[src/design/shnt_pkg.sv]
// Shared types, constants and codes of the spatial hash neighbour table.
package shnt_pkg;

  localparam int MAX_ENTRIES = 1024;
  localparam int MAX_RESULTS = 64;
  localparam int ENTRY_AW    = $clog2(MAX_ENTRIES);
  localparam int COUNT_W     = $clog2(MAX_ENTRIES + 1);
  localparam int BUCKET_W    = 16;
  localparam int ID_W        = 10;
  localparam int LIMIT_W     = 7;
  localparam int POS_W       = 32;
  localparam int INV_W       = 24;
  localparam int CFG_W       = 24;
  localparam int CFG_IDX_W   = 1;
  localparam int ENTRY_W     = BUCKET_W + ID_W;
  localparam int FIFO_DEPTH  = 2;

  localparam logic [31:0] PRIME_X = 32'd73856093;
  localparam logic [31:0] PRIME_Y = 32'd19349663;
  localparam logic [31:0] PRIME_Z = 32'd83492791;

  localparam logic [CFG_IDX_W-1:0] REG_INV_CELL   = 1'd0;
  localparam logic [CFG_IDX_W-1:0] REG_TABLE_SIZE = 1'd1;

  localparam logic [INV_W-1:0]    INV_CELL_RESET   = 24'd163840;
  localparam logic [BUCKET_W-1:0] TABLE_SIZE_RESET = 16'd2053;

  typedef enum logic [1:0] {
    ACT_CLEAR  = 2'd0,
    ACT_INSERT = 2'd1,
    ACT_QUERY  = 2'd2
  } action_e;

  typedef enum logic [2:0] {
    ST_NEIGHBOUR = 3'd0,
    ST_NONE      = 3'd1,
    ST_INSERTED  = 3'd2,
    ST_FULL      = 3'd3,
    ST_CLEARED   = 3'd4
  } status_e;

  typedef struct packed {
    logic [1:0]         action;
    logic signed [31:0] pos_x;
    logic signed [31:0] pos_y;
    logic signed [31:0] pos_z;
    logic [ID_W-1:0]    particle_id;
    logic [LIMIT_W-1:0] limit;
  } in_item_t;

  typedef struct packed {
    logic [ID_W-1:0] neighbour_id;
    logic [2:0]      status;
    logic            last;
  } out_item_t;

  // Classified command passed from front to back.
  typedef struct packed {
    logic [1:0]          action;
    logic [BUCKET_W-1:0] bucket;
    logic [ID_W-1:0]     particle_id;
    logic [LIMIT_W-1:0]  limit;
  } cmd_t;

endpackage

[src/design/shnt_fifo.sv]
// Short command queue between front and back.
module shnt_fifo import shnt_pkg::*; (
  input  logic clk_i,
  input  logic rst_ni,
  input  logic push_i,
  input  cmd_t push_cmd_i,
  output logic full_o,
  input  logic pop_i,
  output cmd_t pop_cmd_o,
  output logic empty_o
);

  localparam int PW = $clog2(FIFO_DEPTH);
  localparam int CW = $clog2(FIFO_DEPTH + 1);

  cmd_t          slot_q [FIFO_DEPTH];
  logic [PW-1:0] wr_q, rd_q;
  logic [CW-1:0] cnt_q;

  assign full_o    = (cnt_q == CW'(FIFO_DEPTH));
  assign empty_o   = (cnt_q == '0);
  assign pop_cmd_o = slot_q[rd_q];

  always_ff @(posedge clk_i) begin
    if (push_i) begin
      slot_q[wr_q] <= push_cmd_i;
    end
  end

  always_ff @(posedge clk_i or negedge rst_ni) begin
    if (!rst_ni) begin
      wr_q  <= '0;
      rd_q  <= '0;
      cnt_q <= '0;
    end else begin
      if (push_i) begin
        wr_q <= (wr_q == PW'(FIFO_DEPTH - 1)) ? '0 : wr_q + 1'b1;
      end
      if (pop_i) begin
        rd_q <= (rd_q == PW'(FIFO_DEPTH - 1)) ? '0 : rd_q + 1'b1;
      end
      cnt_q <= cnt_q + CW'(push_i) - CW'(pop_i);
    end
  end

endmodule

[config.mk]
export PLATFORM = sky130hd
export DESIGN_NAME = shnt_fifo
export DESIGN_NICKNAME = d
export VERILOG_FILES = /design/src/design/shnt_pkg.sv /design/src/design/shnt_fifo.sv
export SDC_FILE = /design/constraint.sdc
export NUM_CORES = 1
export LEC_CHECK = 0
export BUFFER_PORTS_ARGS = -buffer_cell sky130_fd_sc_hd__buf_2
export CORE_ASPECT_RATIO = 0.75
export CORE_MARGIN = 4
export CORE_UTILIZATION = 45
export CTS_CLUSTER_DIAMETER = 100
export CTS_CLUSTER_SIZE = 40
export DETAILED_ROUTE_END_ITERATION = 8
export GPL_TIMING_DRIVEN = 1
export PLACE_DENSITY = 0.68
export SLEW_MARGIN = 25
export SYNTH_ARGS = -nofsm -noshare
export SYNTH_HDL_FRONTEND = slang
export SYNTH_SLANG_ARGS = --single-unit
[constraint.sdc]
create_clock -name clk_i -period 6.38 [get_ports clk_i]
set_clock_uncertainty 0.15 [all_clocks]
set_input_delay 1.276 -clock clk_i [delete_from_list [all_inputs] [get_ports clk_i]]
set_output_delay 1.276 -clock clk_i [all_outputs]
set_load 0.03 [all_outputs]
==> qor.yml, run 1 <==
outcome:
  status: "complete, no violations"
setup_path:
  required_ns: 4.95
  cpMaxStageDelayCell: "dfrtp_4"
  worst_setup_path_start_kind: "flop"
  timing.rr.end: "slot_q[1][16]"
  reg2reg_depth: 1
  cp_max_fo: 36
  rrSetupSlack_ns: 4.69
  worst-setup-path-type: "flop to output port"
  cp.arrival_ns: 1.77
  end_kind: "output port"
  cp_cell_sequence: "mux2_2, buf_2"
  worstReg2RegStart: "wr_q"
  cpPeakStageDelay_ns: 0.85
yosys:
  syn_area_per_cell_um2: 23.2
  synthArstFlopShare_pct: 5.41
  netlist.area_leader.share_pct: 73.2
  synthMuxAreaShare_pct: 17.5
  yosys-top-cells-area: "edfxtp_1, mux2_4, dfrtp_1, mux2_2, buf_12"
  ys_warn_count: 0
  dominantRegCellSynth: "edfxtp_1"
  ys_top_cells_by_count: "edfxtp_1, mux2_4, mux2_2"
  synth_xor_area_share_pct: 1.44
  synth_compound_area_share_pct: 0
  post_synth_num_cell_types: 13
  syn_inst: 124
  synth_edf_count: 70
  synth_adder_area_share_pct: 0.871
  synth_most_common_cell: "edfxtp_1"
  synth_seq_cells: 74
  seq_area_frac_synth_pct: 76.7
  synthesis.nets: 165
  synth.largest_area_cell: "edfxtp_1"
  synth_simple_gate_area_share_pct: 0.784
  netlist_area_um2: 2870
  synth_top_family_by_area: "multiplexers"
place:
  port_buffers: 75
  globalplace.congestion: 0.730
  dp_cells: 273
  dp_hpwl_um: 3100
pwr:
  intPower_mw: 1.12
  p_switching_mw: 0.567
  p_leak_nw: 1.44
  powerDensity_nw_per_um2: 480
  seqPwrFrac_pct: 43.7
  switching_share_pct: 33.6
  ir_worst_vdd_uv: 283
  clock_power_share_pct: 21.9
  p_comb_share_pct: 34.5
routing:
  firstDrtPassIters: 4
  drtIter0Drc: 26
  post_drt_wl_per_cell_um: 15.8
  drcViolationCount: 0
  antenna_left: 0
  via_count: 1355
  finalWirelength_um: 4580
  via_per_inst: 4.67
sta:
  fin_crit_sh_pct: 50.0
  final_max_slew_viol_count: 0
  setup_viol: 0
  holdWs_ns: 0.391
  tns_ns: 0
  rsz0062_at_grt: "false"
  fmax_ghz: 0.313
  finalHoldViolations: 0
  slew_headroom_pct: 43.8
  tightest_slew_ns: 0.843
  min_period_ns: 3.19
min_path:
  hold_path_class: "flop to flop"
  holdPathEnd: "wr_q"
  hold_depth: 1
  hold_start: "wr_q"
layout:
  nNetsFinal: 248
  register_area_um2: 2210
  drive_gt1_share_pct: 60.4
  fillers: 468
  multiInputGateArea_um2: 601
  fin_cells: 290
  syn_to_final_growth_pct: 22.4
  insertedDiodeCount: 0
global_routing:
  grt-ovfl-total: 0
  grt_max_degree: 37
  antenna_found_initial: 0
  grt_pass1_vias: 1474
  grt_usage_pct: 12.5
  grt_pass1_wl_um: 7180
cts:
  cts_resized: 0
  post_cts_buffers: 0
  clkSinkCount: 74
  clock_path_buffers: 2
  cts_tree: "yes"
  cts_hold_buf: 0
  clock_latency_ns: 0.33
  htreeDepth: 3
  clk_pin_slew_worst_paths_ns: 0.07
  clock-root-buffer: "clkbuf_8"
  cts_made_buffers: 9
floorplan:
  core_area_um2: 6010
  row_count: 24
  dieArea_um2: 7740
  die_h_um: 77.2
  start_util_pct: 47.8
  io-pin-count: 76
  dieWidth_um: 100
run:
  maxCapViolations: 0
## stage by stage
stage / area, um2 / util (%) / total power, mW / setup slack (ns)
finish: 3520 / 58.5 / 1.69 / 3.19
global route: 3520 / 58.5 / 1.77 / 3.08
CTS: 3490 / 58.2 / 1.71 / 2.88
detailed placement: 3280 / 54.7 / 1.34 / 3.26
global placement: 3280 / 54.7 / 1.32 / 3.30
floorplan: 2870 / - / 1.22 / 2.95
## registers in the layout, indices dropped and copies added, names as in the netlist
register and count:
slot_q 70, wr_q 1, rd_q 1, cnt_q 2
## cell usage in the layout, fill, tap and decap left out
master,Yosys,layout
mux2_4,29,29
dfrtp_1,4,3
clkinvlp_4,0,1
nor2b_1,2,1
edfxtp_1,70,70
inv_1,2,2
and2_2,0,1
buf_12,3,1
buf_2,0,75
clkbuf_1,0,1
nor2_1,1,1
xor2_1,2,2
clkinv_2,0,2
ha_1,2,2
xor3_1,1,1
clkbuf_8,0,9
mux2_2,6,6
bufinv_16,0,2
clkinv_1,0,1
nor2b_4,0,1
dfrtp_4,0,1
## critical path: cells and delay by family (launching register included)
| family | cells | cell delay [ns] |
|---|---|---|
| buf+inv | 1 | 0.18 |
| flops | 1 | 0.85 |
| mux | 1 | 0.41 |
## worst max path at each step
stage	start	end	slack (ns)	cells past startpoint
2_1_floorplan	push_i	slot_q[0][0]	2.95	1
5_1_grt	rd_q	pop_cmd_o[26]	3.08	2
3_3_place_gp	rd_q	pop_cmd_o[23]	3.30	2
6_report	rd_q	pop_cmd_o[23]	3.19	2
3_5_place_dp	rd_q	pop_cmd_o[34]	3.26	2
4_1_cts	rd_q	pop_cmd_o[23]	2.88	2
## area by class of cell
class	count	share of cell area, %
Clock inverter	6	2.31
Tap cell	78	2.78
Sequential cell	74	62.7
Inverter	2	0.214
Clock buffer	10	3.63
Timing Repair Buffer	76	11.2
Multi-Input combinational cell	44	17.1
## logic make-up (layout without fill, tap and decap cells)
kind of cell,after synthesis,in the layout
xor gates and xnor gates,3,3
and+or+nand+nor,4,4
adders and majority gates,2,2
buffers and inverters,6,94
muxes,35,35
DFF,74,74
## routing by layer
metal | part of all wire [%] | wire length [um] | global-route usage (%) | up-vias
met5 | 0 | 0 | 0 | -
met4 | 0.63 | 29 | 2.83 | 0
met3 | 9.3 | 425 | 6.80 | 5
met2 | 49 | 2260 | 21.0 | 57
met1 | 41 | 1860 | 13.9 | 643
li1 | - | - | - | 650
## power by group through the flow
stage	logic, mW	registers, mW	clock network (mW)
3_3_place_gp	0.577	0.740	0
4_1_cts	0.591	0.741	0.382
5_1_grt	0.616	0.751	0.407
3_5_place_dp	0.590	0.751	0
2_1_floorplan	0.541	0.681	0
6_report	0.581	0.737	0.369
Power figures use the tool's default switching activity.
==> run 2: changes to the inputs <==
==> constraint.sdc (replaced) <==
create_clock -name clk_i -period 3.1 [get_ports clk_i]
set_clock_uncertainty 0.15 [all_clocks]
set_input_delay 0.62 -clock clk_i [delete_from_list [all_inputs] [get_ports clk_i]]
set_output_delay 0.62 -clock clk_i [all_outputs]
set_load 0.03 [all_outputs]
==> run 2 against run 1 <==
Compared with the run above: non-clock buffer count up 2; hold slack worse by 0.065 ns; critical path depth up 1; largest cell class unchanged.
==> qor.yml, run 2 (synthesis gave the netlist of run 1 again) <==
floorplan:
  die_h_um: 77.2
  core_area_um2: 6010
  dieWidth_um: 100
  dieArea_um2: 7740
  io-pin-count: 76
  row_count: 24
  start_util_pct: 47.8
layout:
  nNetsFinal: 250
  final_common_cell: "buf_2"
  syn_to_final_growth_pct: 23.7
  reg_top3: "slot_q x70, cnt_q x2"
  insertedDiodeCount: 0
  drive_gt1_share_pct: 59.8
  layout_common_cells: "buf_2, edfxtp_1, mux2_4, clkbuf_8, mux2_2"
  fillers: 481
  fin_cells: 292
  regMostFlops: "slot_q"
  largest_reg_flops: 70
min_path:
  hold_depth: 1
  hold_start: "push_cmd_i[26]"
  holdPathEnd: "slot_q[0][26]"
  hold_path_class: "input pin to flop"
setup_path:
  worst-setup-path-type: "flop to output port"
  rrSetupSlack_ns: 1.39
  cp.arrival_ns: 1.72
  cp_max_fo: 27
  end_kind: "output port"
  timing.rr.end: "slot_q[1][32]"
  worstReg2RegStart: "wr_q"
  reg2reg_depth: 1
  worst_setup_path_start_kind: "flop"
  required_ns: 2.33
cts:
  clk_pin_slew_worst_paths_ns: 0.07
  htreeDepth: 3
  clock-root-buffer: "clkbuf_8"
  cts_tree: "yes"
  clock_latency_ns: 0.33
  cts_made_buffers: 9
  clkSinkCount: 74
  post_cts_buffers: 0
  clock_path_buffers: 2
sta:
  worst_slack_ns: 0.613
  fmax_ghz: 0.402
  fin_crit_sh_pct: 80.2
  tns_ns: 0
  slew_headroom_pct: 42.8
  final_max_slew_viol_count: 0
  setup_viol: 0
  min_period_ns: 2.49
  finalHoldViolations: 0
  rsz0062_at_grt: "false"
  tightest_slew_ns: 0.858
routing:
  drcViolationCount: 0
  antenna_left: 0
  via_count: 1357
  via_per_inst: 4.65
  post_drt_wl_per_cell_um: 15.8
  finalWirelength_um: 4620
  firstDrtPassIters: 4
  drtIter0Drc: 35
outcome:
  status: "complete, no violations"
run:
  maxCapViolations: 0
pwr:
  ir_worst_vdd_uv: 653
  powerDensity_nw_per_um2: 1010
  p_leak_nw: 1.46
global_routing:
  grt_pass1_wl_um: 7090
  grt_pass1_vias: 1500
  grt-ovfl-total: 0
  grt_max_degree: 36
  antenna_found_initial: 0
  grt_usage_pct: 12.4
place:
  post-place-ws_ns: 0.944
  dp_hpwl_um: 3260
  port_buffers: 75
  globalplace.congestion: 0.730
  dp_cells: 275
-- run 2: worst max path at each step --
stage | slack [ns] | to | from
floorplan | 0.32 | slot_q[0][0] | push_i
global placement | 0.98 | pop_cmd_o[31] | rd_q
detailed placement | 0.94 | pop_cmd_o[31] | rd_q
CTS | 0.57 | pop_cmd_o[31] | rd_q
global route | 0.52 | pop_cmd_o[31] | rd_q
finish | 0.61 | pop_cmd_o[30] | rd_q
-- run 2: metrics by stage --
stage	power [mW]	hold slack, ns	cell area [um2]	util, %
global placement	2.74	0.284	3310	55.1
floorplan	2.52	0.174	2870	-
CTS	3.63	0.306	3550	59.2
global route	3.74	0.300	3550	59.2
detailed placement	2.79	0.285	3310	55.1
finish	3.58	0.326	3550	59.2
-- run 2: report_power, final --
part	internal [mW]	leakage [nW]	switching, mW
registers	1.33	0.703	0.0976
clock network	0.529	0.112	0.309
logic	0.534	0.642	0.773
-- run 2: critical path: stages (launching register included) --
cell and delay [ns]:
dfrtp_2 0.57, buf_12 0.27, mux2_2 0.35, buf_2 0.18
-- run 2: what timing repair did --
| item | in CTS | in global routing |
|---|---|---|
| hold buffers | 1 | 0 |
| gates resized for setup | 0 | 0 |
| hold endpoints to repair | 4 | 0 |
-- run 2: layer usage --
metal	vias to the layer above	wire length [um]	GRT usage, %	part of all wire (%)
met5	-	0	0	0
met3	6	378	5.44	8.2
li1	651	-	-	-
met1	645	1890	13.4	41
met2	55	2290	21.2	50
met4	0	61	4.85	1.3
-- run 2: final cells by class --
cell class / count / area [um2] / share of cell area (%)
Clock buffer: 10 / 128 / 3.59
Timing Repair Buffer: 78 / 413 / 11.6
Inverter: 2 / 7.51 / 0.211
Clock inverter: 6 / 105 / 2.96
Tap cell: 78 / 97.6 / 2.75
Sequential cell: 74 / 2200 / 62.0
Multi-Input combinational cell: 44 / 601 / 16.9
